$ cat config.mk
export PLATFORM = sky130hd
export DESIGN_NAME = region_lock_table
export DESIGN_NICKNAME = d
export VERILOG_FILES = /design/src/rlt_pkg.sv /design/src/rlt_slots.sv /design/src/rlt_cmp.sv /design/src/rlt_agen.sv /design/src/region_lock_table.sv
export VERILOG_INCLUDE_DIRS = /design/src /design/src/src
export SDC_FILE = /design/constraint.sdc
export NUM_CORES = 2
export LEC_CHECK = 0
export ABC_AREA = 1
export ABC_CLOCK_PERIOD_IN_PS = 8090
export BUFFER_PORTS_ARGS = -buffer_cell sky130_fd_sc_hd__clkbuf_2
export CORE_MARGIN = 2
export CORE_UTILIZATION = 60
export DETAILED_ROUTE_END_ITERATION = 16
export GPL_ROUTABILITY_DRIVEN = 0
export PLACE_DENSITY_LB_ADDON = 0.15
export SLEW_MARGIN = 30
export SYNTH_ARGS = -nofsm -noshare
export SYNTH_HDL_FRONTEND = slang
export SYNTH_SLANG_ARGS = --single-unit
$ cat constraint.sdc
create_clock -name clk_i -period 8.09 [get_ports clk_i]
set_clock_uncertainty 0.1 [all_clocks]
set_input_delay 0 -clock clk_i [delete_from_list [all_inputs] [get_ports clk_i]]
set_output_delay 0 -clock clk_i [all_outputs]
set_load 0.02 [all_outputs]
$ cat src/assert_macros.svh
// Assertion helpers, clocked on clk_i and disabled while rst_ni is low.
`ifndef ASSERT_MACROS_SVH
`define ASSERT_MACROS_SVH

// Same-cycle implication.
`define ASSERT_IMP(lbl, ante, cons) \
  lbl: assert property (@(posedge clk_i) disable iff (!rst_ni) (ante) |-> (cons)) \
    else $error("same-cycle check failed");

// Next-cycle implication.
`define ASSERT_NXT(lbl, ante, cons) \
  lbl: assert property (@(posedge clk_i) disable iff (!rst_ni) (ante) |=> (cons)) \
    else $error("next-cycle check failed");

`endif

$ cat src/rlt_pkg.sv
package rlt_pkg;

  localparam int unsigned LOCK_SLOTS = 8;
  localparam int unsigned SLOT_IW    = (LOCK_SLOTS > 1) ? $clog2(LOCK_SLOTS) : 1;
  localparam int unsigned CNT_W      = $clog2(LOCK_SLOTS + 1);

  localparam logic [SLOT_IW-1:0] LAST_SLOT = SLOT_IW'(LOCK_SLOTS - 1);
  localparam logic [CNT_W-1:0]   SLOTS_CNT = CNT_W'(LOCK_SLOTS);

  localparam int unsigned COORD_W = 13;
  localparam int unsigned ADDR_W  = 32;
  localparam int unsigned PITCH_W = 15;
  localparam int unsigned BPP_W   = 3;
  localparam int unsigned CFG_IW  = 3;

  // config register indices
  localparam logic [CFG_IW-1:0] CFG_SURFACE_WIDTH  = 3'd0;
  localparam logic [CFG_IW-1:0] CFG_SURFACE_HEIGHT = 3'd1;
  localparam logic [CFG_IW-1:0] CFG_ROW_PITCH      = 3'd2;
  localparam logic [CFG_IW-1:0] CFG_BYTES_PER_PIX  = 3'd3;
  localparam logic [CFG_IW-1:0] CFG_BASE_ADDRESS   = 3'd4;

  typedef enum logic [1:0] {
    ACT_ADD        = 2'd0,
    ACT_REMOVE     = 2'd1,
    ACT_CHECK_RECT = 2'd2,
    ACT_CHECK_ADDR = 2'd3
  } action_e;

  typedef enum logic [2:0] {
    ST_OK        = 3'd0,
    ST_MAXLOCKED = 3'd1,
    ST_BUSY      = 3'd2,
    ST_INVALID   = 3'd3,
    ST_LOCKED    = 3'd4,
    ST_UNLOCKED  = 3'd5
  } status_e;

  typedef struct packed {
    logic [1:0]         action;
    logic               whole_surface;
    logic [COORD_W-1:0] rect_left;
    logic [COORD_W-1:0] rect_top;
    logic [COORD_W-1:0] rect_right;
    logic [COORD_W-1:0] rect_bottom;
    logic [ADDR_W-1:0]  lock_address;
  } req_t;

  typedef struct packed {
    logic [2:0]        status;
    logic [ADDR_W-1:0] granted_address;
    logic              any_locked;
  } rsp_t;

  typedef struct packed {
    logic [COORD_W-1:0] left;
    logic [COORD_W-1:0] top;
    logic [COORD_W-1:0] right;
    logic [COORD_W-1:0] bottom;
  } rect_t;

  typedef struct packed {
    logic [ADDR_W-1:0] addr;
    rect_t             rect;
  } slot_entry_t;

  typedef struct packed {
    logic               en;
    logic               rect_en;
    logic [SLOT_IW-1:0] idx;
    slot_entry_t        entry;
  } slot_wr_t;

  typedef struct packed {
    logic overlap;
    logic amatch;
    logic free;
  } cmp_res_t;

endpackage

$ cat src/rlt_slots.sv
module rlt_slots (
  input  logic                          clk_i,
  input  logic                          rst_ni,
  input  logic [rlt_pkg::SLOT_IW-1:0]   rd_idx_i,
  output rlt_pkg::slot_entry_t          rd_entry_o,
  input  rlt_pkg::slot_wr_t             wr_i
);

  logic [rlt_pkg::ADDR_W-1:0] addr_q [rlt_pkg::LOCK_SLOTS];
  rlt_pkg::rect_t             rect_q [rlt_pkg::LOCK_SLOTS];

  // zero address marks a free slot
  always_ff @(posedge clk_i or negedge rst_ni) begin
    if (!rst_ni) begin
      for (int i = 0; i < int'(rlt_pkg::LOCK_SLOTS); i++) begin
        addr_q[i] <= '0;
      end
    end else if (wr_i.en) begin
      addr_q[wr_i.idx] <= wr_i.entry.addr;
    end
  end

  always_ff @(posedge clk_i) begin
    if (wr_i.en && wr_i.rect_en) begin
      rect_q[wr_i.idx] <= wr_i.entry.rect;
    end
  end

  assign rd_entry_o.addr = addr_q[rd_idx_i];
  assign rd_entry_o.rect = rect_q[rd_idx_i];

endmodule

$ cat src/rlt_cmp.sv
module rlt_cmp (
  input  rlt_pkg::slot_entry_t        entry_i,
  input  rlt_pkg::rect_t              rect_i,
  input  logic [rlt_pkg::ADDR_W-1:0]  addr_i,
  output rlt_pkg::cmp_res_t           res_o
);

  logic held;
  logic ovl;

  assign held = (entry_i.addr != '0);

  // half-open rectangles; an empty one is not excluded and may still overlap
  assign ovl = (entry_i.rect.left < rect_i.right) && (rect_i.left < entry_i.rect.right) &&
               (entry_i.rect.top < rect_i.bottom) && (rect_i.top < entry_i.rect.bottom);

  assign res_o.overlap = held && ovl;
  assign res_o.amatch  = (entry_i.addr == addr_i);
  assign res_o.free    = !held;

endmodule

$ cat src/rlt_agen.sv
module rlt_agen (
  input  logic                          clk_i,
  input  logic [rlt_pkg::COORD_W-1:0]   top_i,
  input  logic [rlt_pkg::COORD_W-1:0]   left_i,
  input  logic [rlt_pkg::PITCH_W-1:0]   pitch_i,
  input  logic [rlt_pkg::BPP_W-1:0]     bpp_i,
  input  logic [rlt_pkg::ADDR_W-1:0]    base_i,
  output logic [rlt_pkg::ADDR_W-1:0]    addr_o
);

  localparam int unsigned ROW_W = rlt_pkg::COORD_W + rlt_pkg::PITCH_W;
  localparam int unsigned COL_W = rlt_pkg::COORD_W + rlt_pkg::BPP_W;

  logic [ROW_W-1:0] row_off_q;
  logic [COL_W-1:0] col_off_q;

  // products registered, sum taken in the following cycle
  always_ff @(posedge clk_i) begin
    row_off_q <= ROW_W'(top_i) * ROW_W'(pitch_i);
    col_off_q <= COL_W'(left_i) * COL_W'(bpp_i);
  end

  assign addr_o = base_i + rlt_pkg::ADDR_W'(row_off_q) + rlt_pkg::ADDR_W'(col_off_q);

endmodule

$ cat src/region_lock_table.sv
// Region lock table: keeps up to LOCK_SLOTS locked rectangles of a frame buffer.
// Request channel: in_valid_i / in_stall_o carry an action (add, remove, check
// rectangle, check address) with a rectangle and an address. Response channel:
// out_valid_o / out_stall_i carry status, granted address and any-locked flag.
// A request is taken when valid is high and stall is low.
// Each request walks all slots once through one shared compare unit, one slot
// per cycle, then finishes the address sum in S_AGEN and decides in S_FIN.
// Requests are stalled until the block is back in idle; the response becomes
// valid as it returns there, and a new request can be taken in that cycle.
// The response sits in an output register, so the next request is taken while
// a response waits; if the receiver still stalls when the next one is
// decided, the block holds in its decision state and keeps stalling requests.
// Reset empties every slot, restores the default surface configuration and
// drops any pending response. Configuration writes (cfg_we_i, cfg_idx_i,
// cfg_data_i) take effect at once and are meant for idle periods only.
`include "assert_macros.svh"

module region_lock_table (
  input  logic                          clk_i,
  input  logic                          rst_ni,
  input  logic                          cfg_we_i,
  input  logic [rlt_pkg::CFG_IW-1:0]    cfg_idx_i,
  input  logic [rlt_pkg::ADDR_W-1:0]    cfg_data_i,
  input  logic                          in_valid_i,
  output logic                          in_stall_o,
  input  rlt_pkg::req_t                 in_req_i,
  output logic                          out_valid_o,
  input  logic                          out_stall_i,
  output rlt_pkg::rsp_t                 out_rsp_o
);

  typedef enum logic [3:0] {
    S_IDLE = 4'b0001,
    S_SCAN = 4'b0010,
    S_AGEN = 4'b0100,
    S_FIN  = 4'b1000
  } state_e;

  state_e state_q, state_d;

  // configuration registers
  logic [rlt_pkg::COORD_W-1:0] surf_w_q, surf_h_q;
  logic [rlt_pkg::PITCH_W-1:0] pitch_q;
  logic [rlt_pkg::BPP_W-1:0]   bpp_q;
  logic [rlt_pkg::ADDR_W-1:0]  base_q;

  // latched request
  rlt_pkg::action_e           action_q;
  rlt_pkg::rect_t             rect_q;
  rlt_pkg::rect_t             rect_d;
  logic [rlt_pkg::ADDR_W-1:0] addr_q;

  // scan results
  logic [rlt_pkg::SLOT_IW-1:0] idx_q;
  logic                        hit_q, mfound_q, ffound_q;
  logic [rlt_pkg::SLOT_IW-1:0] midx_q, fidx_q;

  // table occupancy
  logic [rlt_pkg::CNT_W-1:0] free_cnt_q, free_cnt_d;
  logic                      held_q, held_d;

  // response register
  logic          out_valid_q;
  rlt_pkg::rsp_t out_rsp_q, rsp_d;

  rlt_pkg::slot_entry_t       rd_entry;
  rlt_pkg::slot_wr_t          slot_wr;
  rlt_pkg::cmp_res_t          cmp_res;
  logic [rlt_pkg::ADDR_W-1:0] gen_addr;

  logic accept, fin_go;

  assign in_stall_o  = (state_q != S_IDLE);
  assign accept      = in_valid_i && !in_stall_o;
  assign fin_go      = (state_q == S_FIN) && !(out_valid_q && out_stall_i);
  assign out_valid_o = out_valid_q;
  assign out_rsp_o   = out_rsp_q;

  rlt_slots u_slots (
    .clk_i      (clk_i),
    .rst_ni     (rst_ni),
    .rd_idx_i   (idx_q),
    .rd_entry_o (rd_entry),
    .wr_i       (slot_wr)
  );

  rlt_cmp u_cmp (
    .entry_i (rd_entry),
    .rect_i  (rect_q),
    .addr_i  (addr_q),
    .res_o   (cmp_res)
  );

  rlt_agen u_agen (
    .clk_i   (clk_i),
    .top_i   (rect_q.top),
    .left_i  (rect_q.left),
    .pitch_i (pitch_q),
    .bpp_i   (bpp_q),
    .base_i  (base_q),
    .addr_o  (gen_addr)
  );

  // config writes
  always_ff @(posedge clk_i or negedge rst_ni) begin
    if (!rst_ni) begin
      surf_w_q <= rlt_pkg::COORD_W'(640);
      surf_h_q <= rlt_pkg::COORD_W'(480);
      pitch_q  <= rlt_pkg::PITCH_W'(1280);
      bpp_q    <= rlt_pkg::BPP_W'(2);
      base_q   <= rlt_pkg::ADDR_W'(4096);
    end else if (cfg_we_i) begin
      case (cfg_idx_i)
        rlt_pkg::CFG_SURFACE_WIDTH:  surf_w_q <= cfg_data_i[rlt_pkg::COORD_W-1:0];
        rlt_pkg::CFG_SURFACE_HEIGHT: surf_h_q <= cfg_data_i[rlt_pkg::COORD_W-1:0];
        rlt_pkg::CFG_ROW_PITCH:      pitch_q  <= cfg_data_i[rlt_pkg::PITCH_W-1:0];
        rlt_pkg::CFG_BYTES_PER_PIX:  bpp_q    <= cfg_data_i[rlt_pkg::BPP_W-1:0];
        rlt_pkg::CFG_BASE_ADDRESS:   base_q   <= cfg_data_i;
        default: ;
      endcase
    end
  end

  // whole-surface requests use the configured extent
  always_comb begin
    if (in_req_i.whole_surface) begin
      rect_d.left   = '0;
      rect_d.top    = '0;
      rect_d.right  = surf_w_q;
      rect_d.bottom = surf_h_q;
    end else begin
      rect_d.left   = in_req_i.rect_left;
      rect_d.top    = in_req_i.rect_top;
      rect_d.right  = in_req_i.rect_right;
      rect_d.bottom = in_req_i.rect_bottom;
    end
  end

  always_ff @(posedge clk_i) begin
    if (accept) begin
      action_q <= rlt_pkg::action_e'(in_req_i.action);
      rect_q   <= rect_d;
      addr_q   <= in_req_i.lock_address;
    end
  end

  // sequencer
  always_comb begin
    state_d = state_q;
    case (state_q)
      S_IDLE:  if (accept) state_d = S_SCAN;
      S_SCAN:  if (idx_q == rlt_pkg::LAST_SLOT) state_d = S_AGEN;
      S_AGEN:  state_d = S_FIN;
      S_FIN:   if (fin_go) state_d = S_IDLE;
      default: state_d = S_IDLE;
    endcase
  end

  always_ff @(posedge clk_i or negedge rst_ni) begin
    if (!rst_ni) begin
      state_q <= S_IDLE;
    end else begin
      state_q <= state_d;
    end
  end

  // slot walk: overlap hit, first address match, first free slot
  always_ff @(posedge clk_i or negedge rst_ni) begin
    if (!rst_ni) begin
      idx_q    <= '0;
      hit_q    <= 1'b0;
      mfound_q <= 1'b0;
      ffound_q <= 1'b0;
    end else if (accept) begin
      idx_q    <= '0;
      hit_q    <= 1'b0;
      mfound_q <= 1'b0;
      ffound_q <= 1'b0;
    end else if (state_q == S_SCAN) begin
      if (idx_q != rlt_pkg::LAST_SLOT) begin
        idx_q <= idx_q + 1'b1;
      end
      if (cmp_res.overlap) begin
        hit_q <= 1'b1;
      end
      if (cmp_res.amatch && !mfound_q) begin
        mfound_q <= 1'b1;
      end
      if (cmp_res.free && !ffound_q) begin
        ffound_q <= 1'b1;
      end
    end
  end

  always_ff @(posedge clk_i) begin
    if (state_q == S_SCAN) begin
      if (cmp_res.amatch && !mfound_q) begin
        midx_q <= idx_q;
      end
      if (cmp_res.free && !ffound_q) begin
        fidx_q <= idx_q;
      end
    end
  end

  // decision
  always_comb begin
    free_cnt_d              = free_cnt_q;
    held_d                  = held_q;
    rsp_d.status            = rlt_pkg::ST_OK;
    rsp_d.granted_address   = '0;
    slot_wr.en              = 1'b0;
    slot_wr.rect_en         = 1'b0;
    slot_wr.idx             = fidx_q;
    slot_wr.entry.addr      = gen_addr;
    slot_wr.entry.rect      = rect_q;
    case (action_q)
      rlt_pkg::ACT_ADD: begin
        if (free_cnt_q == '0) begin
          rsp_d.status = rlt_pkg::ST_MAXLOCKED;
        end else if (hit_q) begin
          rsp_d.status = rlt_pkg::ST_BUSY;
        end else if (gen_addr == '0) begin
          // zero would read back as a free slot
          rsp_d.status = rlt_pkg::ST_INVALID;
        end else if (ffound_q) begin
          slot_wr.en            = fin_go;
          slot_wr.rect_en       = 1'b1;
          free_cnt_d            = free_cnt_q - 1'b1;
          held_d                = 1'b1;
          rsp_d.granted_address = gen_addr;
        end
      end
      rlt_pkg::ACT_REMOVE: begin
        slot_wr.idx        = midx_q;
        slot_wr.entry.addr = '0;
        if (addr_q == '0) begin
          rsp_d.status = rlt_pkg::ST_INVALID;
        end else if (mfound_q) begin
          slot_wr.en = fin_go;
          if (free_cnt_q < rlt_pkg::SLOTS_CNT) begin
            free_cnt_d = free_cnt_q + 1'b1;
          end
          if (free_cnt_d == rlt_pkg::SLOTS_CNT) begin
            held_d = 1'b0;
          end
        end
      end
      rlt_pkg::ACT_CHECK_RECT: begin
        rsp_d.status = hit_q ? rlt_pkg::ST_LOCKED : rlt_pkg::ST_UNLOCKED;
      end
      rlt_pkg::ACT_CHECK_ADDR: begin
        if (addr_q == '0) begin
          rsp_d.status = rlt_pkg::ST_INVALID;
        end else begin
          rsp_d.status = mfound_q ? rlt_pkg::ST_LOCKED : rlt_pkg::ST_UNLOCKED;
        end
      end
      default: ;
    endcase
    rsp_d.any_locked = held_d;
  end

  always_ff @(posedge clk_i or negedge rst_ni) begin
    if (!rst_ni) begin
      free_cnt_q <= rlt_pkg::SLOTS_CNT;
      held_q     <= 1'b0;
    end else if (fin_go) begin
      free_cnt_q <= free_cnt_d;
      held_q     <= held_d;
    end
  end

  // response register
  always_ff @(posedge clk_i or negedge rst_ni) begin
    if (!rst_ni) begin
      out_valid_q <= 1'b0;
    end else if (fin_go) begin
      out_valid_q <= 1'b1;
    end else if (!out_stall_i) begin
      out_valid_q <= 1'b0;
    end
  end

  always_ff @(posedge clk_i) begin
    if (fin_go) begin
      out_rsp_q <= rsp_d;
    end
  end

  `ASSERT_IMP(a_held_matches_count, 1'b1, held_q == (free_cnt_q != rlt_pkg::SLOTS_CNT))
  `ASSERT_IMP(a_count_in_range, 1'b1, free_cnt_q <= rlt_pkg::SLOTS_CNT)
  `ASSERT_IMP(a_write_only_at_decision, slot_wr.en, fin_go)
  `ASSERT_NXT(a_accept_starts_walk, accept, (state_q == S_SCAN) && (idx_q == '0))
  `ASSERT_IMP(a_grant_only_on_ok, out_valid_q && (out_rsp_q.granted_address != '0), out_rsp_q.status == rlt_pkg::ST_OK)

endmodule

# == Yosys cells after proc, flatten, opt, wreduce, memory -nomap -nowiden ==
# Memory sizes are Yosys's and may differ from the RTL's.
# Cells that the tools add are included.
# totals
reg_bits,520
ramBits,416
inputBits,127
output_inout_bits,38
elab_cells,185
n_memories,1
# classes
addsub,5
n_mul,2
order_cmp,8
eq_ne,26
muxes,63
bitwise,4
n_reduce_logical,42
# mem_list
memory,depth,width,read_ports,rd_ports_with_merged_regs,write_ports,line_no,source
u_slots.rect_q,8,52,1,0,1,rlt_slots.sv:10,rlt_pkg::rect_t rect_q [rlt_pkg::LOCK_SLOTS];
# op_table
operator,count
$bwmux 256,1
$bmux 32 s3,1
$demux 32 s3,1
$mux 32,3
$logic_not 32->1,2
$lt 13x13->1,4
$mux 4,13
$mux 35,1
$add 32x16->32,1
$add 32x28->32,1
$eq 32x32->1,1
$reduce_bool 32->1,1
$mul 13x15->28,1
$mux 26,1
$mux 1,25
$reduce_and 2->1,11
$ne 2x2->1 const B,9
$mul 13x3->16,1
$mux 2,8
$pmux 4 s4,1
$mux 3,4
$pmux 3 s4,1
$reduce_bool 2->1,6
$logic_and 1x1->1,11
29 further kinds,41

# == Depth between registers and ports, before layout ==
# depth
ltp_word,11
mapped_depth,24
mapped_depth_nobuf,23

# == Cells and area by module ==
# Synthesis repeated with hierarchy kept, for this count alone.
# hier_totals
cells_unflattened,6361
area_unflattened_um2,52865.7
# by_module_without_submodules
mod,instances,cells_each,area_per_inst_um2,seq_area_each_um2
rlt_slots,1,3530,30500.5,18898.1
rlt_agen,1,1727,11617.4,880.8
region_lock_table,1,780,8896.0,6160.9
rlt_cmp,1,324,1851.8,0.0

# == Least setup slack after synthesis ==
# No wires, ideal clock.
# synth_path
kind,register to register
start,register base_q[1] (netlist bit)
end,"memory u_slots.rect_q[7][0] (netlist bit), enable pin"
setup_ns,0.462
arrival_ns,5.221
t_required_ns,7.528
slack_ns,2.307
stages_incl_launch_ff,22
period_less_slack_ns,5.783
path_cell_list,dfrtp_1 fa_1 ha_1 inv_1 fa_1 inv_1 nand3_1 nand2_1 nand2_1 nand2_1 nand2_1 nand2_1 nand3_1 nand2_1 nand2_1 nand2_1 nor2_1 nand4_2 buf_6 nand3_2 buf_4 nor2_1
# synth_between
elab_chain_len,10
# synth_lines
item,line_no,source
from (decl),region_lock_table.sv:45,logic [rlt_pkg::ADDR_W-1:0] base_q;
from (signal assigned),region_lock_table.sv:111,base_q <= rlt_pkg::ADDR_W'(4096);
from (signal assigned),region_lock_table.sv:118,rlt_pkg::CFG_BASE_ADDRESS: base_q <= cfg_data_i;
$add 32x28->32 *,rlt_agen.sv:23,assign addr_o = base_i + rlt_pkg::ADDR_W'(row_off_q) + rlt_pkg::ADDR_W'(col_off_q);
$add 32x16->32 *,rlt_agen.sv:23,
$logic_not 32->1 *,region_lock_table.sv:223,end else if (gen_addr == '0) begin
$mux 2 *,region_lock_table.sv:223,
$mux 2 *,region_lock_table.sv:221,end else if (hit_q) begin
$mux 2 *,region_lock_table.sv:219,if (free_cnt_q == '0) begin
$pmux 1 s2 / $mux 1 (equally long branches),region_lock_table.sv:217,case (action_q)
$logic_and 1x1->1 *,rlt_slots.sv:24,if (wr_i.en && wr_i.rect_en) begin
$mux 1 *,rlt_slots.sv:24,
$mux 1 (implied by the code) *,rlt_slots.sv:25,rect_q[wr_i.idx] <= wr_i.entry.rect;
to (decl),rlt_slots.sv:10,
# Every way passes the cells marked *; elsewhere a longest branch is shown, timed or not.

# == Worst setup path after layout ==
# layout_path
start,register base_q[1] (netlist bit)
end,"memory u_slots.rect_q[3][27] (netlist bit), enable pin"
# Same word-level chain as after synthesis.

==> results_dict.tcl <==
set metrics [dict create \
    setup_viol 0 \
    clk_pin_slew_ns 0.06 \
    die_w_um 293 \
    timing.rr.start "base_q[1]" \
    multi_input_area_um2 20800 \
    critPathRequiredTime_ns 8.27 \
    cp_slowest_cell "buf_4" \
    nFillCells 6322 \
    synthesis.nets 5862 \
    grt-ovfl-total 0 \
    worst_slack_ns 2.28 \
    fp.coreArea_um2 83200 \
    grt_pass1_vias 39200 \
    reg2regPathDepth 22 \
    tritoncts "yes" \
    finalPower_mw 21.3 \
    htree_levels 3 \
    first_iter_violations 4611 \
    wl_um 146000 \
    antenna_left 0 \
    ys_seq_area_share_pct 51.7 \
    period_minus_slack_ns 5.81 \
    power_leakage_nw 26.4 \
    startpoint_type "register" \
    synth_cell_types 50 \
    antenna_found_initial 6 \
    min_to "out_valid_o" \
    synth.cell_area_um2 50100 \
    seqCellArea_um2 26000 \
    power_density_nw_per_um2 373 \
    dieArea_um2 85900 \
    worst-setup-path-type "reg2reg" \
    arrival_ns 5.99 \
    min_period_over_period_pct 71.8 \
    rows 106 \
    num_vias 40400 \
    timing.rr.end "u_slots.rect_q[3][27]" \
    area_growth_pct 14.0 \
    cp_common_cell "nand2_1" \
    post-route-util_pct 68.7 \
    worst-path-max-fanout 78 \
    die_h_um 293 \
    max_freq_ghz 0.172 \
    hold_depth 4 \
    synth_seq_cells 936 \
    holdCritStartpoint "out_stall_i" \
    initial_core_util_pct 60.3 \
    grt_usage_pct 34.3 \
    cts-root-buf "clkbuf_16" \
    yosysWarnings 0 \
    drcViolationCount 0 \
    numCtsBuffers 98 \
    max-cap-violations 0 \
    crit_path_end_kind "register" \
    fin_nets 6112 \
    clk_latency_ns 0.69 \
    via_per_inst 5.94 \
    drive_gt1_share_pct 8.29 \
    finalMaxSlewViolations 0 \
    worstMarginPinSlew_ns 1.06 \
    synth_edf_count 544 \
    crit_path_cell_trace "fa_1, ha_1, inv_1, fa_1, inv_1, nand3_1, nand2_1, nand2_1, nand2_1, nand2_1, nand2_1, nand3_1, nand2_1, nand2_1, nand2_1, nor2_1, nand4_4, buf_4, nand3_2, buf_4, nor2_4, buf_4" \
    r2r_slack_ns 2.28 \
    irDropWorstVdd_mv 0.510 \
    post-place-ws_ns 2.33 \
    hp-class "in2reg" \
    grt_pass1_wl_um 226000 \
    dr.pass1.iters 5 \
    clock_path_buffers 3 \
    slew_headroom_pct 29.6 \
    whs_ns 0.0303 \
    avgSynthCellArea_um2 9.31 \
    io_buffers 164 \
    tns_ns 0 \
    dp_hpwl_um 86600 \
    wl_per_cell_um 21.5 \
    status "completed" \
    io_pins 165 \
    grt_max_degree 203 \
    max_stage_delay_ns 0.71 \
    final-hold-violation-count 0 \
    synth_ff_type "edfxtp_1" \
    clock_sinks 936 \
    grt_setup_unrepaired "no" \
    async_flop_share_pct 37.2 \
    synth_cells 5383 \
]
-- critical path, delay by kind of cell, from the launching register on --
kind,cells,cell delay [ns]
fa+ha+maj,3,1.20
simple gates,14,1.70
flops,1,0.41
buf+inv,5,1.88
-- timing repair --
action	CTS	global route
buffers inserted	0	0
hold buffers	216	0
endpoints found under the hold margin	291	0
resized for setup	0	0
-- stage by stage --
| stage | cell area, µm² | cells |
|---|---|---|
| CTS | 57100 | 6794 |
| global route | 57200 | 6799 |
| detailed placement | 51700 | 6394 |
| global placement | 51600 | 6389 |
| floorplan | 50100 | 5383 |
| finish | 57200 | 6801 |
-- placed cells by master (no fill, tap or decap), types with 12 or more instances in the layout --
| cell type | n |
|---|---|
| fa_1 | 172 |
| nand4_1 | 288 |
| ha_1 | 180 |
| xnor2_1 | 23 |
| xor2_1 | 30 |
| clkinv_1 | 19 |
| a31oi_1 | 28 |
| nand3_1 | 110 |
| a21oi_1 | 80 |
| nor4_1 | 14 |
| dfstp_2 | 12 |
| clkinv_2 | 14 |
| o221ai_1 | 24 |
| o21ai_0 | 474 |
| buf_4 | 52 |
| nor3_1 | 21 |
| o211ai_1 | 22 |
| nor2_1 | 665 |
| nand2_1 | 1276 |
| o22ai_1 | 65 |
| clkbuf_1 | 22 |
| edfxtp_1 | 544 |
| mux2_2 | 41 |
| clkbuf_16 | 100 |
| dfxtp_1 | 44 |
| inv_1 | 551 |
| dfrtp_1 | 333 |
| clkbuf_2 | 163 |
| dlygate4sd3_1 | 215 |
-- cell type report --
type | instances | share of cell area [%]
Tap cell | 1080 | 2.36
Clock inverter | 51 | 0.924
Clock buffer | 133 | 4.79
Antenna cell | 4 | 0.0175
Timing Repair Buffer | 447 | 6.39
Inverter | 555 | 3.66
Sequential cell | 936 | 45.4
Multi-Input combinational cell | 3595 | 36.5
-- routing by layer --
| metal | vias to the layer above | global-route usage [%] | share of wire, % |
|---|---|---|---|
| li1 | 18400 | - | - |
| met1 | 19500 | 45.8 | 39 |
| met2 | 2122 | 55.1 | 47 |
| met3 | 375 | 5.40 | 8.8 |
| met4 | 2 | 16.6 | 4.9 |
| met5 | - | 0 | 0.0089 |
-- how the worst max path moves through the flow --
stage          cells past startpoint                     to  slack (ns)  startpoint
3_3_place_gp                      21   u_slots.rect_q[7][6]        2.38   base_q[1]
2_1_floorplan                     21   u_slots.rect_q[7][0]        2.31   base_q[1]
5_1_grt                           22  u_slots.rect_q[3][31]        1.84   base_q[1]
3_5_place_dp                      22  u_slots.rect_q[3][16]        2.33   base_q[1]
6_report                          22  u_slots.rect_q[3][27]        2.28   base_q[1]
4_1_cts                           22  u_slots.rect_q[3][29]        2.30   base_q[1]
-- sequential cells by signal (all words and copies together), names as in the netlist, 2 cells and up --
register / flops
action_q: 2
addr_q: 32
base_q: 32
bpp_q: 3
fidx_q: 3
free_cnt_q: 4
idx_q: 3
midx_q: 3
out_rsp_o: 36
pitch_q: 15
rect_q: 52
state_q: 4
surf_h_q: 13
surf_w_q: 13
u_agen.col_off_q: 16
u_agen.row_off_q: 28
u_slots.addr_q: 256
u_slots.rect_q: 416
-- cell families (layout without fill, tap and decap cells) --
logic type                 after synthesis  in the layout  synth area share, %
DFF                                    936            936                 51.7
and+or+nand+nor                       2427           2427                 20.2
adders and majority gates              352            352                 11.4
xor gates and xnor gates                53             53                0.926
other                                    0              4                    0
AOI/OAI and AO/OA                      719            719                 7.84
buffers and inverters                  852           1186                 6.92
muxes                                   44             44                0.981
-- Yosys cell counts (2+ instances only) --
cell | count | area [µm²]
edfxtp_1 | 544 | 16300
a31oi_1 | 28 | 175
buf_4 | 11 | 82.6
nand4_1 | 288 | 1800
nand3_1 | 111 | 556
o22ai_1 | 65 | 407
dfrtp_1 | 336 | 8410
a211oi_1 | 5 | 37.5
nor3_1 | 22 | 110
buf_6 | 25 | 282
clkbuf_1 | 208 | 781
nor2_1 | 683 | 2560
o211ai_1 | 22 | 165
or2_2 | 9 | 56.3
nand2_1 | 1278 | 4800
mux2_2 | 41 | 462
xor2_1 | 30 | 263
o21bai_1 | 7 | 52.6
xnor2_1 | 23 | 201
mux2i_1 | 3 | 30.0
o21a_1 | 3 | 22.5
a21o_1 | 2 | 15.0
dfstp_2 | 12 | 315
buf_1 | 20 | 75.1
a21oi_1 | 80 | 400
buf_2 | 33 | 165
nand3b_1 | 9 | 67.6
nor4_1 | 14 | 87.6
inv_1 | 554 | 2080
nand2_2 | 2 | 12.5
o221ai_1 | 24 | 210
nand3_2 | 3 | 30.0
and3_1 | 2 | 12.5
ha_1 | 180 | 2250
and2_1 | 2 | 12.5
fa_1 | 172 | 3440
o21ai_0 | 476 | 2380
dfxtp_1 | 44 | 881
-- report_power, final --
part | internal (mW) | switching [mW]
clock | 2.58 | 1.94
sequential | 5.60 | 0.496
combinational | 3.52 | 7.17
Note: power is estimated with default switching activity, not from simulation.
